$ cat config.mk
export PLATFORM = sky130hd
export DESIGN_NAME = json_string_escaper
export DESIGN_NICKNAME = d
export VERILOG_FILES = /design/src/rtl/jse_pkg.sv /design/src/rtl/jse_front.sv /design/src/rtl/jse_queue.sv /design/src/rtl/jse_back.sv /design/src/rtl/json_string_escaper.sv
export SDC_FILE = /design/constraint.sdc
export NUM_CORES = 1
export LEC_CHECK = 0
export BUFFER_PORTS_ARGS = -buffer_cell sky130_fd_sc_hd__clkbuf_2
export CAP_MARGIN = 0
export CORE_MARGIN = 2
export CORE_UTILIZATION = 50
export CTS_BUF_LIST = sky130_fd_sc_hd__clkbuf_8
export CTS_CLUSTER_DIAMETER = 30
export DETAILED_ROUTE_END_ITERATION = 8
export PLACE_DENSITY = 0.68
export SETUP_SLACK_MARGIN = 0.2
export SYNTH_ARGS = -nofsm -noshare
export SYNTH_HDL_FRONTEND = slang
export SYNTH_HIERARCHICAL = 1
export SYNTH_SLANG_ARGS = --single-unit
export TNS_END_PERCENT = 100
$ cat constraint.sdc
create_clock -name clk_i -period 4.4 [get_ports clk_i]
set_input_delay 0.66 -clock clk_i [delete_from_list [all_inputs] [get_ports clk_i]]
set_output_delay 0.66 -clock clk_i [all_outputs]
set_load 0.005 [all_outputs]
$ cat src/rtl/jse_pkg.sv
// Types, character codes and hex digit function shared by the JSON string escaper
package jse_pkg;

  localparam int unsigned QueueDepth = 2;

  localparam logic [7:0] ChQuote  = 8'h22;
  localparam logic [7:0] ChBslash = 8'h5C;
  localparam logic [7:0] ChLt     = 8'h3C;
  localparam logic [7:0] ChNl     = 8'h0A;
  localparam logic [7:0] ChCr     = 8'h0D;
  localparam logic [7:0] ChTab    = 8'h09;
  localparam logic [7:0] ChBs     = 8'h08;
  localparam logic [7:0] ChFf     = 8'h0C;
  localparam logic [7:0] ChVt     = 8'h0B;
  localparam logic [7:0] ChBel    = 8'h07;
  localparam logic [7:0] ChSpace  = 8'h20;
  localparam logic [7:0] ChTilde  = 8'h7E;
  localparam logic [7:0] ChHigh   = 8'h80;
  localparam logic [7:0] ChZero   = 8'h30;
  localparam logic [7:0] ChThree  = 8'h33;
  localparam logic [7:0] ChUpperC = 8'h43;
  localparam logic [7:0] ChLowA   = 8'h61;
  localparam logic [7:0] ChLowB   = 8'h62;
  localparam logic [7:0] ChLowF   = 8'h66;
  localparam logic [7:0] ChLowN   = 8'h6E;
  localparam logic [7:0] ChLowR   = 8'h72;
  localparam logic [7:0] ChLowT   = 8'h74;
  localparam logic [7:0] ChLowU   = 8'h75;

  typedef enum logic [1:0] {
    ClsDrop = 2'd0,
    ClsPass = 2'd1,
    ClsEsc  = 2'd2,
    ClsUni  = 2'd3
  } jse_cls_e;

  typedef struct packed {
    logic [7:0] in_byte;
    logic       start_of_string;
    logic       end_of_string;
    logic       empty_string;
  } jse_in_t;

  typedef struct packed {
    logic [7:0] out_byte;
    logic       out_last;
  } jse_out_t;

  // one classified input beat
  typedef struct packed {
    jse_cls_e   cls;
    logic       first;
    logic       last;
    logic [7:0] hi;
    logic [7:0] lo;
  } jse_ent_t;

  typedef struct packed {
    logic     valid;
    jse_ent_t ent;
  } jse_head_t;

  function automatic logic [7:0] jse_hex(input logic [3:0] nib);
    logic [7:0] r;
    if (nib < 4'd10) begin
      r = ChZero + {4'd0, nib};
    end else begin
      r = ChLowA + {4'd0, nib - 4'd10};
    end
    return r;
  endfunction

endpackage

$ cat src/rtl/jse_front.sv
// Front end: classifies an input beat into an escape class and its characters
module jse_front (
  input  jse_pkg::jse_in_t  in_i,
  output jse_pkg::jse_ent_t ent_o
);

  logic [7:0] c;

  assign c = in_i.in_byte;

  always_comb begin
    ent_o.cls   = jse_pkg::ClsPass;
    ent_o.first = in_i.start_of_string;
    ent_o.last  = in_i.end_of_string;
    ent_o.hi    = jse_pkg::jse_hex(c[7:4]);
    ent_o.lo    = c;
    if (in_i.empty_string) begin
      ent_o.cls   = jse_pkg::ClsDrop;
      ent_o.first = 1'b1;
      ent_o.last  = 1'b1;
    end else begin
      unique case (c) inside
        jse_pkg::ChBslash, jse_pkg::ChQuote: ent_o.cls = jse_pkg::ClsEsc;
        jse_pkg::ChNl: begin
          ent_o.cls = jse_pkg::ClsEsc;
          ent_o.lo  = jse_pkg::ChLowN;
        end
        jse_pkg::ChCr: begin
          ent_o.cls = jse_pkg::ClsEsc;
          ent_o.lo  = jse_pkg::ChLowR;
        end
        jse_pkg::ChTab: begin
          ent_o.cls = jse_pkg::ClsEsc;
          ent_o.lo  = jse_pkg::ChLowT;
        end
        jse_pkg::ChBs: begin
          ent_o.cls = jse_pkg::ClsEsc;
          ent_o.lo  = jse_pkg::ChLowB;
        end
        jse_pkg::ChFf: begin
          ent_o.cls = jse_pkg::ClsEsc;
          ent_o.lo  = jse_pkg::ChLowF;
        end
        jse_pkg::ChLt: begin
          ent_o.cls = jse_pkg::ClsUni;
          ent_o.hi  = jse_pkg::ChThree;
          ent_o.lo  = jse_pkg::ChUpperC;
        end
        jse_pkg::ChVt, jse_pkg::ChBel: ent_o.cls = jse_pkg::ClsDrop;
        default: begin
          if (c < jse_pkg::ChSpace || c == (jse_pkg::ChTilde + 8'd1)) begin
            ent_o.cls = jse_pkg::ClsUni;
            ent_o.lo  = jse_pkg::jse_hex(c[3:0]);
          end
        end
      endcase
    end
  end

endmodule

$ cat src/rtl/jse_queue.sv
// Short queue of classified beats between front and back end
module jse_queue #(
  parameter int unsigned Depth = jse_pkg::QueueDepth
) (
  input  logic               clk_i,
  input  logic               rst_ni,
  input  logic               wr_i,
  input  jse_pkg::jse_ent_t  ent_i,
  output logic               full_o,
  output jse_pkg::jse_head_t head_o,
  input  logic               rd_i
);

  localparam int unsigned PtrW = (Depth > 1) ? $clog2(Depth) : 1;
  localparam int unsigned CntW = $clog2(Depth + 1);

  jse_pkg::jse_ent_t ent_q [Depth];
  logic [PtrW-1:0]   wr_ptr_q, wr_ptr_d, rd_ptr_q, rd_ptr_d;
  logic [CntW-1:0]   cnt_q, cnt_d;
  logic              do_wr, do_rd;

  assign full_o      = (cnt_q == CntW'(Depth));
  assign do_wr       = wr_i && !full_o;
  assign do_rd       = rd_i && (cnt_q != '0);
  assign head_o.valid = (cnt_q != '0);
  assign head_o.ent  = ent_q[rd_ptr_q];

  always_comb begin
    wr_ptr_d = wr_ptr_q;
    rd_ptr_d = rd_ptr_q;
    cnt_d    = cnt_q;
    if (do_wr) begin
      wr_ptr_d = (wr_ptr_q == PtrW'(Depth - 1)) ? '0 : wr_ptr_q + PtrW'(1);
    end
    if (do_rd) begin
      rd_ptr_d = (rd_ptr_q == PtrW'(Depth - 1)) ? '0 : rd_ptr_q + PtrW'(1);
    end
    if (do_wr && !do_rd) begin
      cnt_d = cnt_q + CntW'(1);
    end else if (do_rd && !do_wr) begin
      cnt_d = cnt_q - CntW'(1);
    end
  end

  always_ff @(posedge clk_i or negedge rst_ni) begin
    if (!rst_ni) begin
      wr_ptr_q <= '0;
      rd_ptr_q <= '0;
      cnt_q    <= '0;
    end else begin
      wr_ptr_q <= wr_ptr_d;
      rd_ptr_q <= rd_ptr_d;
      cnt_q    <= cnt_d;
    end
  end

  always_ff @(posedge clk_i) begin
    if (do_wr) begin
      ent_q[wr_ptr_q] <= ent_i;
    end
  end

endmodule

$ cat src/rtl/jse_back.sv
// Back end: expands the head beat into output bytes into an output register
module jse_back (
  input  logic               clk_i,
  input  logic               rst_ni,
  input  jse_pkg::jse_head_t head_i,
  output logic               rd_o,
  output logic               empty_o,
  input  logic               pop_i,
  output jse_pkg::jse_out_t  out_o
);

  jse_pkg::jse_ent_t ent;
  logic [2:0]        idx_q, idx_d;
  logic [2:0]        blen, j;
  logic [3:0]        n;
  logic [7:0]        body, obyte;
  logic              olast, adv, load;
  logic              ovalid_q, ovalid_d;
  jse_pkg::jse_out_t out_q;

  assign ent = head_i.ent;

  always_comb begin
    unique case (ent.cls)
      jse_pkg::ClsPass: blen = 3'd1;
      jse_pkg::ClsEsc:  blen = 3'd2;
      jse_pkg::ClsUni:  blen = 3'd6;
      default:          blen = 3'd0;
    endcase
  end

  assign n = {3'd0, ent.first} + {1'b0, blen} + {3'd0, ent.last};
  assign j = idx_q - {2'd0, ent.first};

  always_comb begin
    unique case (ent.cls)
      jse_pkg::ClsPass: body = ent.lo;
      jse_pkg::ClsEsc:  body = (j == 3'd0) ? jse_pkg::ChBslash : ent.lo;
      jse_pkg::ClsUni: begin
        unique case (j)
          3'd0:    body = jse_pkg::ChBslash;
          3'd1:    body = jse_pkg::ChLowU;
          3'd2:    body = jse_pkg::ChZero;
          3'd3:    body = jse_pkg::ChZero;
          3'd4:    body = ent.hi;
          default: body = ent.lo;
        endcase
      end
      default: body = jse_pkg::ChQuote;
    endcase
  end

  always_comb begin
    if (ent.first && idx_q == 3'd0) begin
      obyte = jse_pkg::ChQuote;
    end else if (j < blen) begin
      obyte = body;
    end else begin
      obyte = jse_pkg::ChQuote;
    end
  end

  assign olast = ({1'b0, idx_q} == n - 4'd1);

  // a beat with nothing to emit retires without touching the output register
  assign adv  = head_i.valid && (n == 4'd0 || !ovalid_q || pop_i);
  assign load = adv && (n != 4'd0);
  assign rd_o = adv && (n == 4'd0 || olast);

  always_comb begin
    idx_d    = idx_q;
    ovalid_d = ovalid_q;
    if (pop_i && ovalid_q) begin
      ovalid_d = 1'b0;
    end
    if (load) begin
      ovalid_d = 1'b1;
      idx_d    = olast ? 3'd0 : idx_q + 3'd1;
    end
  end

  always_ff @(posedge clk_i or negedge rst_ni) begin
    if (!rst_ni) begin
      idx_q    <= 3'd0;
      ovalid_q <= 1'b0;
    end else begin
      idx_q    <= idx_d;
      ovalid_q <= ovalid_d;
    end
  end

  always_ff @(posedge clk_i) begin
    if (load) begin
      out_q.out_byte <= obyte;
      out_q.out_last <= olast;
    end
  end

  assign empty_o = !ovalid_q;
  assign out_o   = out_q;

endmodule

$ cat src/rtl/json_string_escaper.sv
// Top level of the JSON string escaper: front end, beat queue, back end
//
//   channel  handshake          payload
//   input    push / full        in_i  : in_byte, start_of_string, end_of_string, empty_string
//   result   empty / pop        out_o : out_byte, out_last
//
// One input beat per cycle is taken while the queue has room; the back end
// emits one output byte per cycle while pop stays high, so a beat yields
// 0..8 output bytes (quotes plus escape length), set by the back-end byte sequencer.
// A beat that yields no bytes retires without waiting for pop.
// Reset empties the queue and the output register; pop low stalls the back
// end, which fills the queue and then raises full.
module json_string_escaper #(
  parameter int unsigned Depth = jse_pkg::QueueDepth
) (
  input  logic              clk_i,
  input  logic              rst_ni,
  input  logic              push,
  output logic              full,
  input  jse_pkg::jse_in_t  in_i,
  output logic              empty,
  input  logic              pop,
  output jse_pkg::jse_out_t out_o
);

  jse_pkg::jse_ent_t  ent;
  jse_pkg::jse_head_t head;
  logic               rd;

  jse_front u_front (
    .in_i  (in_i),
    .ent_o (ent)
  );

  jse_queue #(
    .Depth (Depth)
  ) u_queue (
    .clk_i  (clk_i),
    .rst_ni (rst_ni),
    .wr_i   (push),
    .ent_i  (ent),
    .full_o (full),
    .head_o (head),
    .rd_i   (rd)
  );

  jse_back u_back (
    .clk_i   (clk_i),
    .rst_ni  (rst_ni),
    .head_i  (head),
    .rd_o    (rd),
    .empty_o (empty),
    .pop_i   (pop),
    .out_o   (out_o)
  );

endmodule

## Word-level counts from Yosys, hierarchy flattened

Memories as Yosys holds them, arrays and structs flattened.
Cells that the tools add are included.

- $add $sub $neg: 15
- Order comparisons: 4
- Equal/unequal tests: 20
- Mux-type cells: 23
- Bitwise gates (word level): 1
- Reductions and logical operators: 29

Operators with widths:

| cell | number |
|---|---|
| $pmux W8 S7 | 1 |
| $eq A8 B4 Y1 const B | 6 |
| $mux W8 | 5 |
| $pmux W8 S4 | 1 |
| $pmux W8 S3 | 1 |
| $add A7 B4 Y8 const A | 2 |
| $eq A8 B6 Y1 const B | 2 |
| $eq A8 B7 Y1 const B | 2 |
| $mux W16 | 1 |
| $add A6 B4 Y7 const A | 2 |
| $mux W2 | 5 |
| $logic_and A1 B1 Y1 | 9 |
| $pmux W3 S3 | 1 |
| $eq A8 B3 Y1 const B | 1 |
| $lt A4 B4 Y1 const B | 2 |
| $lt A8 B6 Y1 const B | 1 |
| $sub A4 B4 Y4 const B | 2 |
| $reduce_or A7 Y1 | 1 |
| $eq A2 B2 Y1 const B | 3 |
| $eq A3 B2 Y1 const B | 2 |
| $logic_not A3 Y1 | 2 |
| $mux W1 | 6 |
| $pmux W2 S3 | 1 |
| $reduce_bool A2 Y1 | 3 |
| other kinds (21) | 30 |

- Register bits: 17
- RAM bits: 40
- Bits of input ports: 15
- Logic and storage cells: 100
- Memories kept: 1

Memories:

| name | depth | bits a word | read ports | clocked after Yosys merged registers in | wr ports | line | text |
|---|---|---|---|---|---|---|---|
| u_queue.ent_q | 2 | 20 | 1 | 0 | 1 | jse_queue.sv:17 | `jse_pkg::jse_ent_t ent_q [Depth];` |

## Depth between registers and ports, before layout

Gate-level depths: netlist of the first run.
An unclocked memory read counts as a cell.

- Depth after elaboration: 14
- Gate-level depth with buffers: 19

## Modules after synthesis

The synthesis of the first run kept the hierarchy.

By module, submodules not included:

| module | times used | cells each | area an instance (um2) | sequential area each (um2) |
|---|---|---|---|---|
| jse_queue | 1 | 81 | 1727.9 | 1301.2 |
| jse_back | 1 | 131 | 1162.4 | 370.4 |
| jse_front | 1 | 121 | 834.6 | 0.0 |

## Least setup slack after synthesis of the first run

OpenSTA, ideal clock, no wires.

- Path kind: register -> register
- Start point: reg u_queue.rd_ptr_q
- End point: reg u_queue.cnt_q[1]
- Data arrival time: 3.679 ns
- Required time: 4.321 ns
- Slack: 0.642 ns
- Cell stages (with the launch flop): 19
- Buffers on the path: 1
- Period minus slack after synthesis: 3.758 ns
- Path through: dfrtp_1 -> buf_6 -> mux2_4 -> and2b_1 -> inv_1 -> fa_1 -> inv_1 -> ha_1 -> inv_1 -> ha_1 -> xor2_4 -> nor3b_2 -> nor3_2 -> nor3b_2 -> o2bb2ai_1 -> nand2_4 -> ha_1 -> nor2_1 -> xor2_1

RTL lines:

| what | line | text |
|---|---|---|
| start: declaration | jse_queue.sv:18 | `logic [PtrW-1:0] wr_ptr_q, wr_ptr_d, rd_ptr_q, rd_ptr_d;` |
| start signal: assignment | jse_queue.sv:52 | `rd_ptr_q <= rd_ptr_d;` |
| end signal: assignment | jse_queue.sv:53 | `cnt_q <= cnt_d;` |
| end: declaration | jse_queue.sv:19 | `logic [CntW-1:0] cnt_q, cnt_d;` |

==> flow_metrics.env, run 1 <==
export IMPL_status="completed"
export IMPL_nFillCells=642
export IMPL_avgSynthCellArea_sq_um=11.2
export IMPL_syn_area_sq_um=3720
export IMPL_stdcell_area_sq_um=4100
export IMPL_dieWidth_microns=90.3
export IMPL_p_clk_share_pct=19.2
export IMPL_place_area_sq_um=3870
export IMPL_ys_ff_latch=57
export IMPL_synth_largest_area_cell="edfxtp_1"
export IMPL_tritoncts="built"
export IMPL_core_area_sq_um=7210
export IMPL_routed_wl_microns=6710
export IMPL_synth_most_common_cell="edfxtp_1"
export IMPL_finalSetupTns_ns=0
export IMPL_ios=26
export IMPL_die_h_microns=90.3
export IMPL_cp_required_ns=4.66
export IMPL_yosys_warnings=6
export IMPL_finalHoldViolCount=0
export IMPL_worst_slew_pin_slew_ns=0.945
export IMPL_hold_class="primary input to async pin"
export IMPL_finalCritPeriodShare_pct=88.2
export IMPL_relSlewSlack_pct=37.0
export IMPL_ant_nets=0
export IMPL_cp_end_kind="flip-flop"
export IMPL_setup_violations_final=0
export IMPL_clockRootBuffer="clkbuf_8"
export IMPL_switchingPower_uw=1120
export IMPL_slew_viol_final=0
export IMPL_fin_nets=393
export IMPL_cts_sinks=57
export IMPL_ys_top_cells_by_area="edfxtp_1 (40%), mux2_4 (7.7%), ha_1 (7.4%)"
export IMPL_ys_seq_area_share_pct=44.9
export IMPL_crit_fanout=6
export IMPL_hold_ws_ns=0.168
export IMPL_place_congestion=0.918
export IMPL_cap_violations=0
export IMPL_finalCriticalPeriod_ns=3.88
export IMPL_clk_pin_slew_ns=0.07
export IMPL_dpl_worst_slack_ns=0.480
export IMPL_synthFlopType="edfxtp_1"
export IMPL_initial_utilization_pct=51.6
export IMPL_final_core_util_pct=56.9
export IMPL_power_density_nw_per_um2=721
export IMPL_dr_total_vias=2492
export IMPL_p_leak_uw=0.00166
export IMPL_synthTopCellsByCount="edfxtp_1 (49), inv_1 (25), nand2_1 (24)"
export IMPL_grt_usage_pct=17.8
export IMPL_clk_path_buf_depth=2
export IMPL_synth_cells=333
export IMPL_synth_edf_count=49
export IMPL_place_port_buffers=25
export IMPL_syn_to_final_growth_pct=10.1
export IMPL_ir_worst_vdd_mv=0.312
export IMPL_cts_buffers=9
export IMPL_grt_overflow=0
export IMPL_synth_cell_types=68
export IMPL_post_dp_hpwl_microns=5050
export IMPL_first_global_vias=2533
export IMPL_skew_ns=0.00931
export IMPL_cts_htree_levels=3
export IMPL_drt_first_pass_iters=4
export IMPL_p_comb_share_pct=50.5
export IMPL_grt_pass1_wl_microns=11600
export IMPL_dr_first_iter_drc_count=95
export IMPL_diodes=0
export IMPL_synth_top_area_share_pct=39.5
export IMPL_rsz0062_at_grt="false"
export IMPL_critPathLaunchType="flip-flop"
export IMPL_antenna_found_initial=0
export IMPL_avgRoutedWirePerCell_microns=14.6
export IMPL_vias_per_cell=5.43
export IMPL_die_area_sq_um=8160
export IMPL_seq_power_share_pct=30.3
export IMPL_ys_async_sr_fraction_pct=14.0
export IMPL_synth_nets=371
export IMPL_grt_max_degree=21
export IMPL_drc_errors=0
export IMPL_cp_arrival_ns=4.14
export IMPL_clk_insertion_delay_late_ns=0.33
export IMPL_p_sw_share_pct=37.7
export IMPL_rows=31
export IMPL_p_int_uw=1840
export IMPL_clock_fmax_mhz=258
export IMPL_crit_type="flip-flop to flip-flop"
export IMPL_finalWorstSetupSlack_ns=0.521
export IMPL_drive_gt1_share_pct=23.3
## cell families after synthesis
logic type	synth area share, %
AO/OA/AOI/OAI	12.5
XOR/XNOR	4.27
adder cells (fa/ha/maj)	7.93
buffers and inverters	5.95
flip-flops	44.9
multiplexers	8.23
other	0.202
AND/OR/NAND/NOR	16.1
## critical path: stages (launching register included)
cell	delay (ns)
dfrtp_2	0.47
mux2_4	0.32
and2b_1	0.23
inv_1	0.06
fa_1	0.42
inv_1	0.11
ha_1	0.25
inv_1	0.09
ha_1	0.23
xor2_4	0.20
nor3b_2	0.22
nor3_2	0.09
nor3b_2	0.26
o2bb2ai_1	0.19
nand2_4	0.07
ha_1	0.32
nor2_1	0.13
xor2_1	0.15
## power by group through the flow
stage | Combinational (uW) | Clock, uW | Sequential, uW
finish | 1500 | 568 | 896
floorplan | 1220 | 0 | 888
detailed placement | 1490 | 0 | 909
CTS | 1500 | 582 | 897
global placement | 1460 | 0 | 904
global route | 1660 | 602 | 916
## flip-flops by register name (all words and copies together), names as in the netlist
register          cells
u_queue/ent_q        40
u_queue/rd_ptr_q      1
u_queue/cnt_q         2
u_queue/wr_ptr_q      1
u_back/idx_q          3
u_back/ovalid_q       1
u_back/out_o          9
## layer usage
layer	GRT usage [%]	vias up	wire length [microns]
met1	20.8	1163	2950
met4	11.3	0	204
met5	0	-	0
met3	2.59	18	220
met2	30.6	64	3340
li1	-	1247	-
## final cells by class
type                       instances  area (sq um)  area share, %
tap                               99           124           3.02
multi-input combinational        234          1830           44.6
timing repair buffer              28           148           3.60
inverter                          25          93.8           2.29
clock inverter                     7           109           2.65
clock buffer                       9           124           3.02
sequential                        57          1670           40.8
## final timing paths
check                                        startpoint                      endpoint  slack [ns]  cells past startpoint
setup / recovery           u_queue/rd_ptr_q$_DFFE_PN0P_  u_queue/cnt_q[1]$_DFFE_PN0P_        0.52                     17
hold / removal                                   rst_ni   u_back/idx_q[1]$_DFFE_PN0P_        0.17                      1
setup reg to reg           u_queue/rd_ptr_q$_DFFE_PN0P_  u_queue/cnt_q[1]$_DFFE_PN0P_        0.52                     17
hold reg to reg             u_back/ovalid_q$_DFFE_PN0P_   u_back/ovalid_q$_DFFE_PN0P_        0.50                      2
max in group asynchronous                        rst_ni  u_queue/rd_ptr_q$_DFFE_PN0P_        4.03                      1
min in group clk_i          u_back/ovalid_q$_DFFE_PN0P_   u_back/ovalid_q$_DFFE_PN0P_        0.50                      2
## placed cells by master, fill, tap and decap left out, types with 2 or more instances in the layout
cell type / Yosys / routed
a211oi_1: 7 / 7
a21oi_1: 19 / 19
a221oi_1: 3 / 3
and2_1: 3 / 3
and3_1: 5 / 5
buf_4: 4 / 3
bufinv_16: 0 / 3
clkbuf_2: 1 / 25
clkbuf_8: 1 / 9
clkinv_1: 0 / 3
conb_1: 2 / 2
dfrtp_1: 8 / 7
edfxtp_1: 49 / 49
ha_1: 22 / 22
inv_1: 25 / 25
mux2_4: 19 / 19
nand2_1: 24 / 24
nand2b_1: 4 / 4
nand3_1: 5 / 5
nand3b_1: 5 / 5
nand4_1: 3 / 3
nand4b_1: 3 / 3
nor2_1: 21 / 21
nor2b_1: 4 / 4
nor3_1: 8 / 8
nor3b_2: 2 / 2
nor4_1: 2 / 2
o21ai_0: 13 / 13
o21ai_1: 2 / 2
o22ai_1: 3 / 3
o2bb2ai_1: 2 / 2
or2_2: 4 / 4
xnor2_1: 7 / 7
xor2_1: 8 / 8
## stage by stage
| stage | total power (uW) | std cells |
|---|---|---|
| final | 2960 | 459 |
| after detailed placement | 2400 | 443 |
| after global routing | 3180 | 459 |
| after CTS | 2980 | 459 |
| after floorplan | 2110 | 333 |
| after global placement | 2370 | 443 |
## what timing repair did
item | in CTS | in global routing
endpoints found under the setup margin | 0 | 1
resized for setup | 0 | 1
endpoints found under the hold margin | 0 | 0
hold buffers | 0 | 0
setup buffers | 0 | 0
(Power assumes the default switching activity.)
==> inputs of run 2 (changes only) <==
CORE_UTILIZATION = 45   (was 50)
CTS_CLUSTER_DIAMETER = 150   (was 30)
PLACE_DENSITY = not set   (was 0.68)
==> flow_metrics.env, run 2 (synthesis results as in run 1) <==
export IMPL_rsz0062_at_grt="false"
export IMPL_crit_type="flip-flop to flip-flop"
export IMPL_mostFrequentLayoutCells="edfxtp_1 (49), inv_1 (25), clkbuf_2 (25)"
export IMPL_finalHoldViolCount=0
export IMPL_slew_viol_final=0
export IMPL_routed_wl_microns=7120
export IMPL_grt_use_met2_pct=28.7
export IMPL_grt_busiest_layer="met2"
export IMPL_largest_reg_flops=40
export IMPL_post_dp_hpwl_microns=5210
export IMPL_grtUsageMet3_pct=4.31
export IMPL_ant_nets=0
export IMPL_relSlewSlack_pct=38.4
export IMPL_core_area_sq_um=8130
export IMPL_stdcell_area_sq_um=4140
export IMPL_ir_worst_vdd_mv=0.261
export IMPL_vias_per_cell=5.45
export IMPL_clk_path_buf_depth=2
export IMPL_dr_first_iter_drc_count=103
export IMPL_seq_area_sq_um=1670
export IMPL_drive_gt1_share_pct=24.6
export IMPL_initial_utilization_pct=45.8
export IMPL_finalSetupTns_ns=0
export IMPL_skew_ns=0.00820
export IMPL_crit_slowest_cell="dfrtp_2"
export IMPL_clockRootBuffer="clkbuf_8"
export IMPL_critPathMaxStageDelay_ns=0.45
export IMPL_dr_total_vias=2545
export IMPL_finalCritPeriodShare_pct=90.1
export IMPL_setup_violations_final=0
export IMPL_cts_sinks=57
export IMPL_dpl_worst_slack_ns=0.449
export IMPL_grt_pass1_wl_microns=12000
export IMPL_grt_usage_pct=17.4
export IMPL_grt_max_degree=21
export IMPL_tritoncts="built"
export IMPL_diodes=0
export IMPL_cp_arrival_ns=4.22
export IMPL_p_sw_share_pct=38.0
export IMPL_power_density_nw_per_um2=733
export IMPL_multiInputGateArea_sq_um=1840
export IMPL_crit_fanout=5
export IMPL_cp_required_ns=4.65
export IMPL_finalCriticalPeriod_ns=3.97
export IMPL_clock_fmax_mhz=252
export IMPL_regMostFlops="u_queue/ent_q"
export IMPL_path_cells="mux2_4, and2b_1, inv_1, fa_1, inv_2, ha_1, inv_1, ha_2, xor2_4, nor3b_4, nor3_2, nor3b_2, o2bb2ai_1, nand2_4, ha_1, nor2_1, xor2_1"
export IMPL_p_clk_share_pct=19.1
export IMPL_ios=26
export IMPL_fin_nets=395
export IMPL_finalWorstSetupSlack_ns=0.435
export IMPL_cts_hold_buf=0
export IMPL_nFillCells=739
export IMPL_clk_insertion_delay_late_ns=0.33
export IMPL_die_h_microns=95.0
export IMPL_avgRoutedWirePerCell_microns=15.3
export IMPL_drc_errors=0
export IMPL_place_congestion=0.894
export IMPL_cts_buffers=9
export IMPL_syn_to_final_growth_pct=11.0
export IMPL_place_area_sq_um=3880
export IMPL_cts_htree_levels=3
export IMPL_place_port_buffers=25
export IMPL_rows=33
export IMPL_seq_power_share_pct=29.6
export IMPL_worst_slew_pin_slew_ns=0.924
export IMPL_hold_class="primary input to async pin"
export IMPL_p_int_uw=1880
export IMPL_switchingPower_uw=1150
export IMPL_p_comb_share_pct=51.4
export IMPL_grt_overflow=0
export IMPL_antenna_found_initial=0
export IMPL_first_global_vias=2426
export IMPL_met1_usage_pct=22.1
export IMPL_critPathLaunchType="flip-flop"
export IMPL_dieWidth_microns=95.0
export IMPL_cp_end_kind="flip-flop"
export IMPL_drt_first_pass_iters=4
export IMPL_p_leak_uw=0.00168
export IMPL_status="completed"
export IMPL_layout_commonest_cell="edfxtp_1"
export IMPL_cap_violations=0
export IMPL_hold_ws_ns=0.172
export IMPL_final_core_util_pct=50.8
export IMPL_die_area_sq_um=9020
export IMPL_clk_pin_slew_ns=0.07
[run 2: changes by cell type in the layout (fill, tap and decap cells not counted), sizes merged]
cell,previous run,this run
inv,25,26
clkinv,3,2
buf,3,5
[run 2: final timing paths]
kind | to | cells after the start | slack, ns | startpoint
min in group clk_i | u_queue/wr_ptr_q$_DFFE_PN0N_ | 1 | 0.50 | u_queue/wr_ptr_q$_DFFE_PN0N_
max in group asynchronous | u_queue/rd_ptr_q$_DFFE_PN0P_ | 1 | 4.01 | rst_ni
worst max register to register | u_queue/cnt_q[1]$_DFFE_PN0P_ | 17 | 0.43 | u_queue/rd_ptr_q$_DFFE_PN0P_
worst max-delay path | u_queue/cnt_q[1]$_DFFE_PN0P_ | 17 | 0.43 | u_queue/rd_ptr_q$_DFFE_PN0P_
worst min register to register | u_queue/wr_ptr_q$_DFFE_PN0N_ | 1 | 0.50 | u_queue/wr_ptr_q$_DFFE_PN0N_
worst min-delay path | u_back/idx_q[1]$_DFFE_PN0P_ | 1 | 0.17 | rst_ni
[run 2: layer usage]
layer	vias up	wire length [microns]	part of all wire (%)
met5	-	0	0
met4	0	121	1.7
met3	8	269	3.8
met2	50	3520	49
met1	1233	3210	45
li1	1254	-	-
[run 2: worst max-delay path, delay by kind of cell (launching register included)]
family	cells	cell delay (ns)
AOI/OAI and AO/OA	1	0.19
and+or+nand+nor	6	1.05
xor gates and xnor gates	2	0.37
muxes	1	0.31
adders and majority gates	4	1.25
buffers and inverters	3	0.28
DFF	1	0.45
[run 2: through the flow]
step	total power, uW	cells
finish	3030	467
global route	3260	467
CTS	3000	465
detailed placement	2410	449
global placement	2380	449
floorplan	2110	333
[run 2: cell type report]
class,count,share of cell area (%)
inverter,25,2.27
clock inverter,7,2.66
clock buffer,9,3.00
sequential,57,40.5
tap,105,3.18
multi-input combinational,234,44.5
timing repair buffer,30,3.93
[run 2: power groups by stage]
stage                     Combinational, uW  Sequential, uW  Clock [uW]
after global placement                 1480             905           0
final                                  1560             896         578
after CTS                              1510             901         596
after global routing                   1730             914         619
after floorplan                        1220             888           0
after detailed placement               1490             913           0
[run 2: what timing repair did]
action / in CTS / in global routing
setup endpoints to repair: 0 / 1
buffers inserted: 0 / 2
resized for setup: 0 / 4
==> inputs of run 3 (changes only) <==
BUFFER_PORTS_ARGS = not set   (was -buffer_cell sky130_fd_sc_hd__clkbuf_2)
CAP_MARGIN = not set   (was 0)
DONT_BUFFER_PORTS = 1   (was not set)
==> flow_metrics.env, run 3 (synthesis results as in run 1) <==
export IMPL_die_area_sq_um=9020
export IMPL_rsz0062_at_grt="false"
export IMPL_critPathBufInv=3
export IMPL_crit_type="flip-flop to flip-flop"
export IMPL_wl_met3_microns=304
export IMPL_initial_utilization_pct=45.8
export IMPL_setup_violations_final=0
export IMPL_relSlewSlack_pct=39.3
export IMPL_finalSetupTns_ns=0
export IMPL_vias_per_cell=5.46
export IMPL_core_area_sq_um=8130
export IMPL_finalCriticalPeriod_ns=3.89
export IMPL_layout_commonest_cell="edfxtp_1"
export IMPL_clk_path_buf_depth=2
export IMPL_crit_slowest_cell="dfrtp_2"
export IMPL_crit_fanout=6
export IMPL_clockRootBuffer="clkbuf_8"
export IMPL_drt_first_pass_iters=4
export IMPL_grt_pass1_wl_microns=11900
export IMPL_grt_usage_pct=17.5
export IMPL_power_total_uw=2870
export IMPL_cts_sinks=57
export IMPL_topRoutingLayerUsed="met4"
export IMPL_dr_total_vias=2407
export IMPL_finalNonFillerCells=441
export IMPL_skew_ns=0.00594
export IMPL_ios=26
export IMPL_finalCritPeriodShare_pct=88.4
export IMPL_clock_fmax_mhz=257
export IMPL_wl_met2_microns=3380
export IMPL_mostFrequentLayoutCells="edfxtp_1 (49), inv_1 (25), nand2_1 (24)"
export IMPL_cp_top_family="adder cells"
export IMPL_routed_wl_microns=6910
export IMPL_power_density_nw_per_um2=720
export IMPL_antenna_found_initial=0
export IMPL_largest_reg_flops=40
export IMPL_p_leak_uw=0.00156
export IMPL_avgRoutedWirePerCell_microns=15.7
export IMPL_tritoncts="built"
export IMPL_regMostFlops="u_queue/ent_q"
export IMPL_first_global_vias=2409
export IMPL_diodes=0
export IMPL_place_port_buffers=0
export IMPL_die_h_microns=95.0
export IMPL_path_cells="mux2_4, and2b_1, inv_1, fa_1, inv_1, ha_1, inv_1, ha_1, xor2_4, nor3b_2, nor3_2, nor3b_2, o2bb2ai_1, nand2_4, ha_1, nor2_1, xor2_1"
export IMPL_place_inst=424
export IMPL_met1_length_microns=3040
export IMPL_cts_setup_buffers=0
export IMPL_cts_htree_levels=3
export IMPL_finalHoldViolCount=0
export IMPL_dieWidth_microns=95.0
export IMPL_grt_overflow=0
export IMPL_ir_worst_vdd_mv=0.227
export IMPL_slew_viol_final=0
export IMPL_ant_nets=0
export IMPL_cp_arrival_ns=4.14
export IMPL_clk_insertion_delay_late_ns=0.33
export IMPL_cts_buffers=9
export IMPL_place_congestion=0.873
export IMPL_grt_max_degree=21
export IMPL_syn_to_final_growth_pct=6.82
export IMPL_critPathMaxStageDelay_ns=0.47
export IMPL_clk_pin_slew_ns=0.07
export IMPL_status="completed"
export IMPL_dr_first_iter_drc_count=80
export IMPL_cp_end_kind="flip-flop"
export IMPL_drc_errors=0
export IMPL_cp_required_ns=4.66
export IMPL_critPathLaunchType="flip-flop"
export IMPL_fin_nets=369
export IMPL_post_dp_hpwl_microns=5120
export IMPL_rows=33
export IMPL_drive_gt1_share_pct=18.2
export IMPL_hold_class="primary input to flip-flop"
export IMPL_worst_slew_pin_slew_ns=0.910
export IMPL_cap_violations=0
## run 3: per-stage QoR
stage          setup WS, ns  cell area (sq um)  util, %  hold slack, ns
2_1_floorplan         0.642               3720        -           0.364
3_3_place_gp          0.561               3750     46.1           0.365
3_5_place_dp          0.453               3750     46.1           0.365
4_1_cts               0.445               3980     48.9           0.398
5_1_grt               0.217               3980     48.9           0.397
6_report              0.512               3980     48.9           0.419
## run 3: final timing paths
check                      depth (start not counted)                       endpoint  slack [ns]                         start
min in group asynchronous                          1   u_queue/cnt_q[1]$_DFFE_PN0P_        0.69                        rst_ni
max reg2reg                                       17   u_queue/cnt_q[1]$_DFFE_PN0P_        0.51  u_queue/rd_ptr_q$_DFFE_PN0P_
min                                                0  u_queue/ent_q[1][7]$_DFFE_PP_        0.42                      in_i[10]
max                                               17   u_queue/cnt_q[1]$_DFFE_PN0P_        0.51  u_queue/rd_ptr_q$_DFFE_PN0P_
min reg2reg                                        1   u_queue/wr_ptr_q$_DFFE_PN0N_        0.50  u_queue/wr_ptr_q$_DFFE_PN0N_
max in group asynchronous                          1   u_queue/rd_ptr_q$_DFFE_PN0P_        3.40                        rst_ni
## run 3: routing by layer
metal  track usage (%)  up-vias
met5                 0        -
met4              8.70        0
met3              4.47       14
met2              29.0       63
met1              21.0     1128
li1                  -     1202
## run 3: area by class of cell
| cell class | instances | area, sq um |
|---|---|---|
| clock buffer | 9 | 124 |
| clock inverter | 7 | 92.6 |
| fill | 693 | 4160 |
| inverter | 25 | 93.8 |
| multi-input combinational | 234 | 1830 |
| sequential | 57 | 1670 |
| tap | 105 | 131 |
| timing repair buffer | 4 | 32.5 |
## run 3: power by group
group	total (uW)	switching [uW]	internal, uW	leakage (uW)
Combinational	1420	806	617	0.000900
Clock	534	217	317	0.000103
Sequential	909	86.8	822	0.000553
Total	2870	1110	1760	0.00156
## run 3: repair_timing
item / 4_1_cts / 5_1_grt
setup endpoints to repair: 0 / 1
hold buffers: 1 / 0
endpoints found under the hold margin: 8 / 0
resized for setup: 0 / 1
